**config.mk**
```make
export PLATFORM = sky130hd
export DESIGN_NAME = sum_checked_frame_deframer
export DESIGN_NICKNAME = d
export VERILOG_FILES = /design/src/rtl/scfd_pkg.sv /design/src/rtl/scfd_ram.sv /design/src/rtl/sum_checked_frame_deframer.sv
export SDC_FILE = /design/constraint.sdc
export NUM_CORES = 1
export LEC_CHECK = 0
export BUFFER_PORTS_ARGS = -buffer_cell sky130_fd_sc_hd__buf_2
export CAP_MARGIN = 10
export CORE_UTILIZATION = 57
export DETAILED_ROUTE_END_ITERATION = 10
export PLACE_DENSITY_LB_ADDON = 0.12
export SYNTH_ARGS = -nofsm -noshare
export SYNTH_HDL_FRONTEND = slang
export SYNTH_HIERARCHICAL = 1
export SYNTH_SLANG_ARGS = --single-unit
```
**constraint.sdc**
```tcl
create_clock -name clk -period 6.35 [get_ports clk]
set_input_delay 1.27 -clock clk [delete_from_list [all_inputs] [get_ports clk]]
set_output_delay 1.27 -clock clk [all_outputs]
set_load 0.1 [all_outputs]
```
**src/rtl/scfd_pkg.sv**
```systemverilog
`timescale 1ns / 1ps

package scfd_pkg;

  localparam int PAYLOAD_BYTES = 32;
  localparam int FRAME_BYTES   = PAYLOAD_BYTES + 4;
  localparam int PTR_W         = $clog2(FRAME_BYTES);
  localparam int FILL_W        = $clog2(FRAME_BYTES + 1);
  localparam int CNT_W         = (PAYLOAD_BYTES > 1) ? $clog2(PAYLOAD_BYTES) : 1;
  localparam int OUT_DATA_W    = 40;

  localparam logic CFG_SYNC_BYTE   = 1'b0;
  localparam logic CFG_LENGTH_CODE = 1'b1;

  localparam logic KIND_PAYLOAD = 1'b0;
  localparam logic KIND_ERROR   = 1'b1;

  typedef logic [PTR_W-1:0] ptr_t;

  // circular index: a + off, off below FRAME_BYTES
  function automatic ptr_t ptr_add(input ptr_t a, input logic [PTR_W:0] off);
    logic [PTR_W+1:0] s;
    s = {2'b00, a} + {1'b0, off};
    if (s >= (PTR_W+2)'(FRAME_BYTES)) begin
      s = s - (PTR_W+2)'(FRAME_BYTES);
    end
    return s[PTR_W-1:0];
  endfunction

endpackage

```
**src/rtl/scfd_ram.sv**
```systemverilog
`timescale 1ns / 1ps

module scfd_ram #(
  parameter int WIDTH = 8,
  parameter int DEPTH = 36
) (
  input  logic                     clk,
  input  logic                     we,
  input  logic [$clog2(DEPTH)-1:0] waddr,
  input  logic [WIDTH-1:0]         wdata,
  input  logic [$clog2(DEPTH)-1:0] raddr,
  output logic [WIDTH-1:0]         rdata
);

  logic [WIDTH-1:0] mem [DEPTH];

  always_ff @(posedge clk) begin
    if (we) begin
      mem[waddr] <= wdata;
    end
    rdata <= mem[raddr];
  end

endmodule

```
**src/rtl/sum_checked_frame_deframer.sv**
```systemverilog
`timescale 1ns / 1ps
// A byte that leaves the window short of a frame is taken in ST_IDLE; one that fills it goes to ST_EVAL.
// Byte into a full window: oldest byte dropped, then ST_SLIDE reads the next marker from the window RAM.
// Good frame: ST_EMIT_RD and ST_EMIT_LD per payload byte, one window RAM read per byte, all before
// the next byte is taken; an error result adds no state while the output register is free.
// Cycles with out_tready low on a held result add stalls.
// Synchronous active-low reset clears the window fill, counters, marker registers and output valid.
module sum_checked_frame_deframer (
  input  logic                           clk,
  input  logic                           rst_n,
  input  logic                           cfg_we,
  input  logic                           cfg_addr,
  input  logic [7:0]                     cfg_wdata,
  input  logic                           in_tvalid,
  output logic                           in_tready,
  input  logic [7:0]                     in_tdata,   // rx_byte
  output logic                           out_tvalid,
  input  logic                           out_tready,
  output logic [scfd_pkg::OUT_DATA_W-1:0] out_tdata, // payload_byte, good_frames, bad_frames
  output logic                           out_tuser,  // kind
  output logic                           out_tlast   // last
);

  import scfd_pkg::*;

  typedef enum logic [2:0] {
    ST_IDLE,
    ST_SLIDE,
    ST_EVAL,
    ST_EMIT_RD,
    ST_EMIT_LD
  } state_t;

  state_t            state_r;
  logic [7:0]        sync_r;
  logic [7:0]        len_r;
  ptr_t              head_r;
  logic [FILL_W-1:0] fill_r;
  logic [15:0]       sum_r;
  logic [7:0]        w0_r;
  logic [7:0]        w1_r;
  logic [7:0]        nb1_r;
  logic [7:0]        nb2_r;
  logic [15:0]       good_r;
  logic [15:0]       bad_r;
  logic [CNT_W-1:0]  k_r;
  logic              out_valid_r;
  logic [7:0]        out_byte_r;
  logic              out_kind_r;
  logic              out_last_r;
  logic [15:0]       out_good_r;
  logic [15:0]       out_bad_r;

  logic        ram_we;
  ptr_t        ram_waddr;
  ptr_t        ram_raddr;
  logic [7:0]  ram_rdata;
  logic        in_fire;
  logic        full;
  logic        out_free;
  logic [15:0] chk;
  logic [15:0] recv;
  logic        markers_ok;
  logic        out_load;

  assign in_tready  = (state_r == ST_IDLE);
  assign in_fire    = in_tvalid && in_tready;
  assign full       = (fill_r == FILL_W'(FRAME_BYTES));
  assign out_free   = !out_valid_r || out_tready;
  assign chk        = sum_r - {8'h00, nb1_r} - {8'h00, nb2_r};
  assign recv       = {nb1_r, nb2_r};
  assign markers_ok = (w0_r == len_r) && (w1_r == sync_r);
  assign out_load   = (state_r == ST_EMIT_LD) ||
                      ((state_r == ST_EVAL) && markers_ok && (chk != recv) && out_free);

  always_comb begin
    ram_we    = in_fire;
    ram_waddr = full ? head_r : ptr_add(head_r, (PTR_W+1)'(fill_r));
    if (state_r == ST_IDLE) begin
      ram_raddr = ptr_add(head_r, (PTR_W+1)'(2));
    end else begin
      ram_raddr = ptr_add(head_r, (PTR_W+1)'(k_r) + (PTR_W+1)'(2));
    end
  end

  scfd_ram #(
    .WIDTH(8),
    .DEPTH(FRAME_BYTES)
  ) u_window (
    .clk  (clk),
    .we   (ram_we),
    .waddr(ram_waddr),
    .wdata(in_tdata),
    .raddr(ram_raddr),
    .rdata(ram_rdata)
  );

  always_ff @(posedge clk) begin
    if (!rst_n) begin
      state_r     <= ST_IDLE;
      sync_r      <= '0;
      len_r       <= '0;
      head_r      <= '0;
      fill_r      <= '0;
      sum_r       <= '0;
      good_r      <= '0;
      bad_r       <= '0;
      k_r         <= '0;
      out_valid_r <= 1'b0;
    end else begin
      if (cfg_we) begin
        case (cfg_addr)
          CFG_SYNC_BYTE:   sync_r <= cfg_wdata;
          CFG_LENGTH_CODE: len_r  <= cfg_wdata;
          default: ;
        endcase
      end

      if (out_load) begin
        out_valid_r <= 1'b1;
      end else if (out_tready) begin
        out_valid_r <= 1'b0;
      end

      case (state_r)
        ST_IDLE: begin
          if (in_fire) begin
            nb1_r <= in_tdata;
            nb2_r <= nb1_r;
            if (full) begin
              // drop oldest, shift markers
              sum_r   <= sum_r - {8'h00, w0_r} + {8'h00, in_tdata};
              w0_r    <= w1_r;
              head_r  <= ptr_add(head_r, (PTR_W+1)'(1));
              state_r <= ST_SLIDE;
            end else begin
              sum_r  <= sum_r + {8'h00, in_tdata};
              fill_r <= fill_r + FILL_W'(1);
              if (fill_r == FILL_W'(0)) begin
                w0_r <= in_tdata;
              end
              if (fill_r == FILL_W'(1)) begin
                w1_r <= in_tdata;
              end
              if (fill_r == FILL_W'(FRAME_BYTES - 1)) begin
                state_r <= ST_EVAL;
              end
            end
          end
        end
        ST_SLIDE: begin
          w1_r    <= ram_rdata;
          state_r <= ST_EVAL;
        end
        ST_EVAL: begin
          if (!markers_ok) begin
            state_r <= ST_IDLE;
          end else if (chk == recv) begin
            good_r  <= good_r + 16'd1;
            k_r     <= '0;
            state_r <= ST_EMIT_RD;
          end else if (out_free) begin
            bad_r       <= bad_r + 16'd1;
            out_kind_r  <= KIND_ERROR;
            out_byte_r  <= 8'h00;
            out_last_r  <= 1'b1;
            out_good_r  <= good_r;
            out_bad_r   <= bad_r + 16'd1;
            state_r     <= ST_IDLE;
          end
        end
        ST_EMIT_RD: begin
          if (out_free) begin
            state_r <= ST_EMIT_LD;
          end
        end
        ST_EMIT_LD: begin
          out_kind_r  <= KIND_PAYLOAD;
          out_byte_r  <= ram_rdata;
          out_good_r  <= good_r;
          out_bad_r   <= bad_r;
          if (k_r == CNT_W'(PAYLOAD_BYTES - 1)) begin
            out_last_r <= 1'b1;
            fill_r     <= '0;
            sum_r      <= '0;
            head_r     <= '0;
            state_r    <= ST_IDLE;
          end else begin
            out_last_r <= 1'b0;
            k_r        <= k_r + CNT_W'(1);
            state_r    <= ST_EMIT_RD;
          end
        end
        default: state_r <= ST_IDLE;
      endcase
    end
  end

  assign out_tvalid = out_valid_r;
  assign out_tdata  = {out_bad_r, out_good_r, out_byte_r};
  assign out_tuser  = out_kind_r;
  assign out_tlast  = out_last_r;

endmodule

```
==> results of run 1 <==
cells by family after synthesis:
family	count (synthesis)	share of synthesized area, %
fa+ha+maj	104	6.44
compound gates	357	12.0
flops	455	56.8
buf+inv	181	3.75
simple gates	452	9.63
mux	153	7.30
xor+xnor	105	4.10
worst reg2reg max path, stage by stage, from the launching register on:
cell and delay (ns):
edfxtp_1 0.38, inv_1 0.07, fa_1 0.53, inv_1 0.05, ha_1 0.18, or2_2 0.31, fa_1 0.47, a21oi_2 0.23
o221ai_2 0.19, o21a_1 0.26, mux2i_1 0.13, o311ai_1 0.71, o41ai_4 0.09, buf_4 0.27, or2_1 0.29, a21oi_4 0.63
buf_12 0.27
power breakdown:
part	internal, mW	leakage (nW)	total [mW]	switching (mW)
combinational	0.208	3.96	0.538	0.330
sequential	3.24	4.03	3.27	0.0314
clock	1.70	0.782	2.87	1.17
total	5.15	8.77	6.68	1.53
cell usage in the layout, fill, tap and decap left out, types with 12 or more instances in the layout:
master     netlist  final
nand2_1        149    149
o311ai_1        17     17
o22ai_1         13     13
mux2i_1        140    140
inv_1           94     94
nand2b_1        39     39
ha_1            85     85
xnor2_1         64     64
xor2_1          41     41
and3_1          16     16
o21ai_0         40     38
nor3_1          21     20
dfxtp_1         93     93
a21oi_1         98     97
buf_4           11     25
o41ai_2         17     16
nor4_1          12     12
nor2_1         103    101
o41ai_1         15     15
a22o_1          16     16
a22oi_1         35     35
buf_2            8     65
clkbuf_16        0     49
fa_1            19     19
edfxtp_1       362    362
nand3_1         49     49
path summary, 6_finish.rpt:
kind | start | to | slack, ns
max | nb1_r[0]$_DFFE_PP_ | out_good_r[3]$_DFFE_PP_ | 0.97
min | sync_r[5]$_SDFFE_PN0P_ | sync_r[5]$_SDFFE_PN0P_ | 0.48
max reg2reg | nb1_r[0]$_DFFE_PP_ | out_good_r[3]$_DFFE_PP_ | 0.97
min reg2reg | sync_r[5]$_SDFFE_PN0P_ | sync_r[5]$_SDFFE_PN0P_ | 0.48
metrics by stage:
step | cells | util [%] | power, mW | setup slack, ns | hold WS [ns]
after floorplan | 1807 | - | 3.71 | 0.195 | 0.406
after global placement | 2332 | 59.9 | 3.86 | 1.07 | 0.466
after detailed placement | 2332 | 59.9 | 3.87 | 0.956 | 0.467
after CTS | 2420 | 64.1 | 6.72 | 0.927 | 0.478
after global routing | 2420 | 64.1 | 6.89 | 0.624 | 0.501
final | 2420 | 64.1 | 6.68 | 0.972 | 0.476
layer usage:
layer  share of wire [%]  vias to the layer above  global-route usage [%]
met4                 3.4                        0                    10.1
met3                 5.9                      100                    4.08
met1                  44                     7082                    35.7
li1                    -                     6837                       -
met5                   0                        -                       0
met2                  46                      448                    41.3
state kept, by name, summed over array words and instances, names as in the netlist:
signal          flops
nb2_r               8
w1_r                8
u_window/mem      288
out_byte_r          8
w0_r                8
out_tvalid          1
bad_r              16
head_r              6
out_tuser           1
good_r             16
fill_r              6
out_tlast           1
nb1_r               8
sum_r              16
state_r             3
u_window/rdata      8
len_r               8
k_r                 5
out_good_r         16
sync_r              8
out_bad_r          16
cell type report:
| class | count | share of cell area (%) |
|---|---|---|
| Multi-Input combinational cell | 1171 | 35.9 |
| Tap cell | 518 | 2.61 |
| Inverter | 96 | 1.45 |
| Clock inverter | 26 | 1.35 |
| Clock buffer | 62 | 5.22 |
| Timing Repair Buffer | 92 | 2.23 |
| Sequential cell | 455 | 51.3 |
==> out/results.tsv, run 1 <==
metric	value	unit
multi_input_area	8900	sq um
placed_cell_area	23200	sq um
cpPeakStageDelay	0.71	ns
setup_viol	0	
cts_tree	done	
critPathKind	reg2reg	
drc	0	
dp_hpwl	35400	um
initial_core_util	57.9	%
setup_tns	0	ns
ant_nets	0	
status	finished, final reports clean	
register_area	12700	sq um
n_antenna_cell	0	
crit_arrival	5.65	ns
reg2reg_depth	16	
worstPathRequired	6.63	ns
vias_per_cell	5.98	
leakagePower	8.77	nW
antenna_found_initial	0	
htree_levels	2	
numCtsBuffers	47	
syn_nets	1933	
synth_cells	1807	
synth_cell_type_count	79	
die_y	200	um
power.density	269	nW/um^2
die_w	200	um
area_delta_synth_final	10.7	%
design_area	24800	sq um
route.final.wire_length	51800	um
first_global_vias	13900	
grt_pass1_wl	79800	um
gp_congestion	0.884	
critPathTopFamily	compound AO/OA/AOI/OAI gates	
core_area	38700	sq um
crit_buf_inv	4	
synth_area_leaders	edfxtp_1 (48%), dfxtp_1 (8.3%), mux2i_1 (6.2%)	
critPathLaunchType	flop	
wl_per_cell	21.4	um
cts_setup_buffers	0	
synth_top_area_share	48.5	%
synth_area_per_cell	12.4	sq um
path_clk_slew	0.06	ns
synth_warnings	6	
nNetsFinal	1989	
drive_above_1_share	12.6	%
layout_min_cycle_time	5.38	ns
crit_chain	inv_1 -> fa_1 -> inv_1 -> ha_1 -> or2_2 -> fa_1 -> a21oi_2 -> o221ai_2 -> o21a_1 -> mux2i_1 -> o311ai_1 -> o41ai_4 -> buf_4 -> or2_1 -> a21oi_4 -> buf_12	
ir_drop	0.276	mV
vias	14500	
cpMaxStageDelayCell	o311ai_1	
globalRoute.totalOverflow	0	
synthTopCellsByCount	edfxtp_1 (362), nand2_1 (149), mux2i_1 (140), nor2_1 (103), a21oi_1 (98)	
hold_viol	0	
min_path_type	reg2reg	
clkSinkCount	455	
die_area	40100	sq um
cts.path.max_buffers	3	
rsz0062_at_grt	no	
portBuffers	65	
synth_seq_cells	455	
yosysSeqAreaShare	56.8	%
clk-insertion-delay-late	0.60	ns
cts_resized	0	
cts_hold_buf	0	
whs_path_depth	2	
fmax	186	MHz
grt_max_degree	137	
yosysMostFrequentCell	edfxtp_1	
synth_top_cell_by_area	edfxtp_1	
async_flop_share	0	%
cts_root_buf	clkbuf_16	
drt_iter0_drc	1138	
maxCapViolCount	0	
pin_count	66	
setup.worst_path.end_class	flop	
slew_headroom	15.2	%
track_usage	25.9	%
post-route-period-util	84.7	%
synth_edf_count	362	
syn_area	22400	sq um
drtPass1Iterations	5	
critical_path_depth	16	
tightest_slew	1.27	ns
n_fill_cell	2925	
critPathMaxFanout	27	
fin_skew	0.0257	ns
synth-main-ff-cell	edfxtp_1	
rows	72	
slew_viol_final	0	
No activity file was read; power rests on OpenSTA's default activity.
==> inputs of run 2 (changes only) <==
- clock period: 6.35 -> 4.5 ns (I/O delays scaled with it)
==> out/results.tsv, run 2 (same netlist as run 1, synthesis figures left out) <==
metric	value	unit
regMostFlops	u_window/mem	
timing.rr.start	head_r[1]$_SDFFE_PN0P_	
rsz0062_at_grt	yes	
fmax	231	MHz
core_area	38700	sq um
pin_count	66	
met1_usage	36.4	%
slew_headroom	48.7	%
p_comb_share	8.4	%
grt_pass1_wl	81600	um
antenna_found_initial	0	
p_int	7.16	mW
power_switching	2.17	mW
post-route-period-util	96.3	%
final_common_cell	edfxtp_1	
critPathMaxFanout	32	
setup_viol	0	
htree_levels	2	
wl_per_cell	21.4	um
critPathLaunchType	flop	
area_delta_synth_final	13.2	%
rows	72	
largest_reg_flops	288	
drive_above_1_share	15.9	%
drtPass1Iterations	5	
path_clk_slew	0.06	ns
numCtsBuffers	47	
layout_min_cycle_time	4.33	ns
first_global_vias	14300	
cts_tree	done	
whs_endpoint	out_good_r[11]$_DFFE_PP_	
n_antenna_cell	0	
worstPathRequired	5.00	ns
grt_use_met2	42.5	%
fin_skew	0.0177	ns
die_w	200	um
clk-insertion-delay-late	0.60	ns
final_cell_mix	edfxtp_1 (362), nand2_1 (149), mux2i_1 (140), nor2_1 (101), a21oi_1 (95)	
holdCritStartpoint	good_r[11]$_SDFFE_PN0P_	
status	finished, final reports clean	
die_area	40100	sq um
min_path_type	reg2reg	
vias_per_cell	5.97	
drc	0	
slew_viol_final	0	
switching_share	23.3	%
ir_drop	0.405	mV
multi_input_area	9010	sq um
route.final.wire_length	53100	um
seqPwrFrac	49.4	%
r2r-end	u_window/rdata[4]$_DFF_P_	
busiest_layer	met2	
cts.path.max_buffers	3	
reg2reg_depth	20	
hold_viol	0	
gp_congestion	0.916	
met3_usage	3.56	%
leakagePower	9.11	nW
maxCapViolCount	0	
crit_arrival	4.83	ns
tightest_slew	0.761	ns
setup_tns	0	ns
power.density	368	nW/um^2
globalRoute.totalOverflow	0	
clkSinkCount	455	
initial_core_util	57.9	%
timing.hold.ws	0.466	ns
die_y	200	um
cts_root_buf	clkbuf_16	
r2r_slack	0.17	ns
grt_max_degree	58	
track_usage	26.5	%
setup.worst_path.end_class	flop	
drt_iter0_drc	1321	
n_fill_cell	2921	
portBuffers	65	
critPathKind	reg2reg	
register_area	12700	sq um
ant_nets	0	
power.total	9.34	mW
whs_path_depth	0	
crit_start	head_r[1]$_SDFFE_PN0P_	
dp_hpwl	36600	um
nNetsFinal	2048	
clkPwrFrac	42.2	%
vias	14800	
## run 2: worst max path at each step
stage / to / slack [ns] / cells after the start
after CTS: u_window/rdata[3]$_DFF_P_ / 0.04 / 20
after detailed placement: u_window/rdata[3]$_DFF_P_ / -0.13 / 18
final: u_window/rdata[4]$_DFF_P_ / 0.17 / 20
after floorplan: out_bad_r[0]$_DFFE_PP_ / 0.009 / 14
after global routing: u_window/rdata[4]$_DFF_P_ / -0.02 / 19
after global placement: u_window/rdata[3]$_DFF_P_ / 0.01 / 18
## run 2: worst max-delay path, stage by stage, from the launching register on
cell and delay [ns]:
dfxtp_1 0.33, inv_1 0.06, ha_1 0.28, inv_1 0.04, ha_1 0.21, fa_1 0.43
xor2_2 0.21, inv_1 0.11, ha_1 0.20, nor3b_1 0.13, o41ai_1 0.23, nand2_1 0.14
xnor2_1 0.20, a21oi_2 0.10, buf_4 0.16, and2_1 0.18, buf_12 0.18, a22o_1 0.23
a221oi_2 0.24, o22ai_1 0.19, o41ai_2 0.38
## run 2: area by class of cell
cell class,instances,share of cell area (%)
clock inverters,19,0.848
well taps,518,2.55
clock buffers,69,5.36
inverters,96,1.42
repair buffers,151,4.17
multi-input cells,1171,35.5
flip-flops and latches,455,50.1
## run 2: through the flow
| step | instances | util, % | setup slack (ns) | area, sq um |
|---|---|---|---|---|
| 6_report | 2479 | 65.5 | 0.167 | 25400 |
| 4_1_cts | 2478 | 65.3 | 0.0384 | 25300 |
| 3_3_place_gp | 2390 | 61.2 | 0.0126 | 23700 |
| 5_1_grt | 2479 | 65.5 | -0.0239 | 25400 |
| 3_5_place_dp | 2390 | 61.2 | -0.133 | 23700 |
| 2_1_floorplan | 1807 | - | 0.00856 | 22500 |
## run 2: power groups by stage
stage | Sequential [mW] | Clock (mW) | Combinational, mW
floorplan | 4.69 | 0 | 0.559
global placement | 4.70 | 0 | 0.755
detailed placement | 4.71 | 0 | 0.769
CTS | 4.62 | 4.00 | 0.774
global route | 4.62 | 4.15 | 0.865
finish | 4.62 | 3.94 | 0.781
## run 2: what timing repair did
action,4_1_cts,5_1_grt
endpoints found under the hold margin,0,0
hold buffers,0,0
gates resized for setup,2,17
pin swaps,0,3
setup buffers,0,1
setup endpoints to repair,8,231
## run 2: routing by layer
layer / vias to the layer above / part of all wire, %
met1: 7242 / 44
met3: 110 / 5.5
met2: 480 / 47
li1: 6967 / -
met5: - / 0
met4: 0 / 3.8
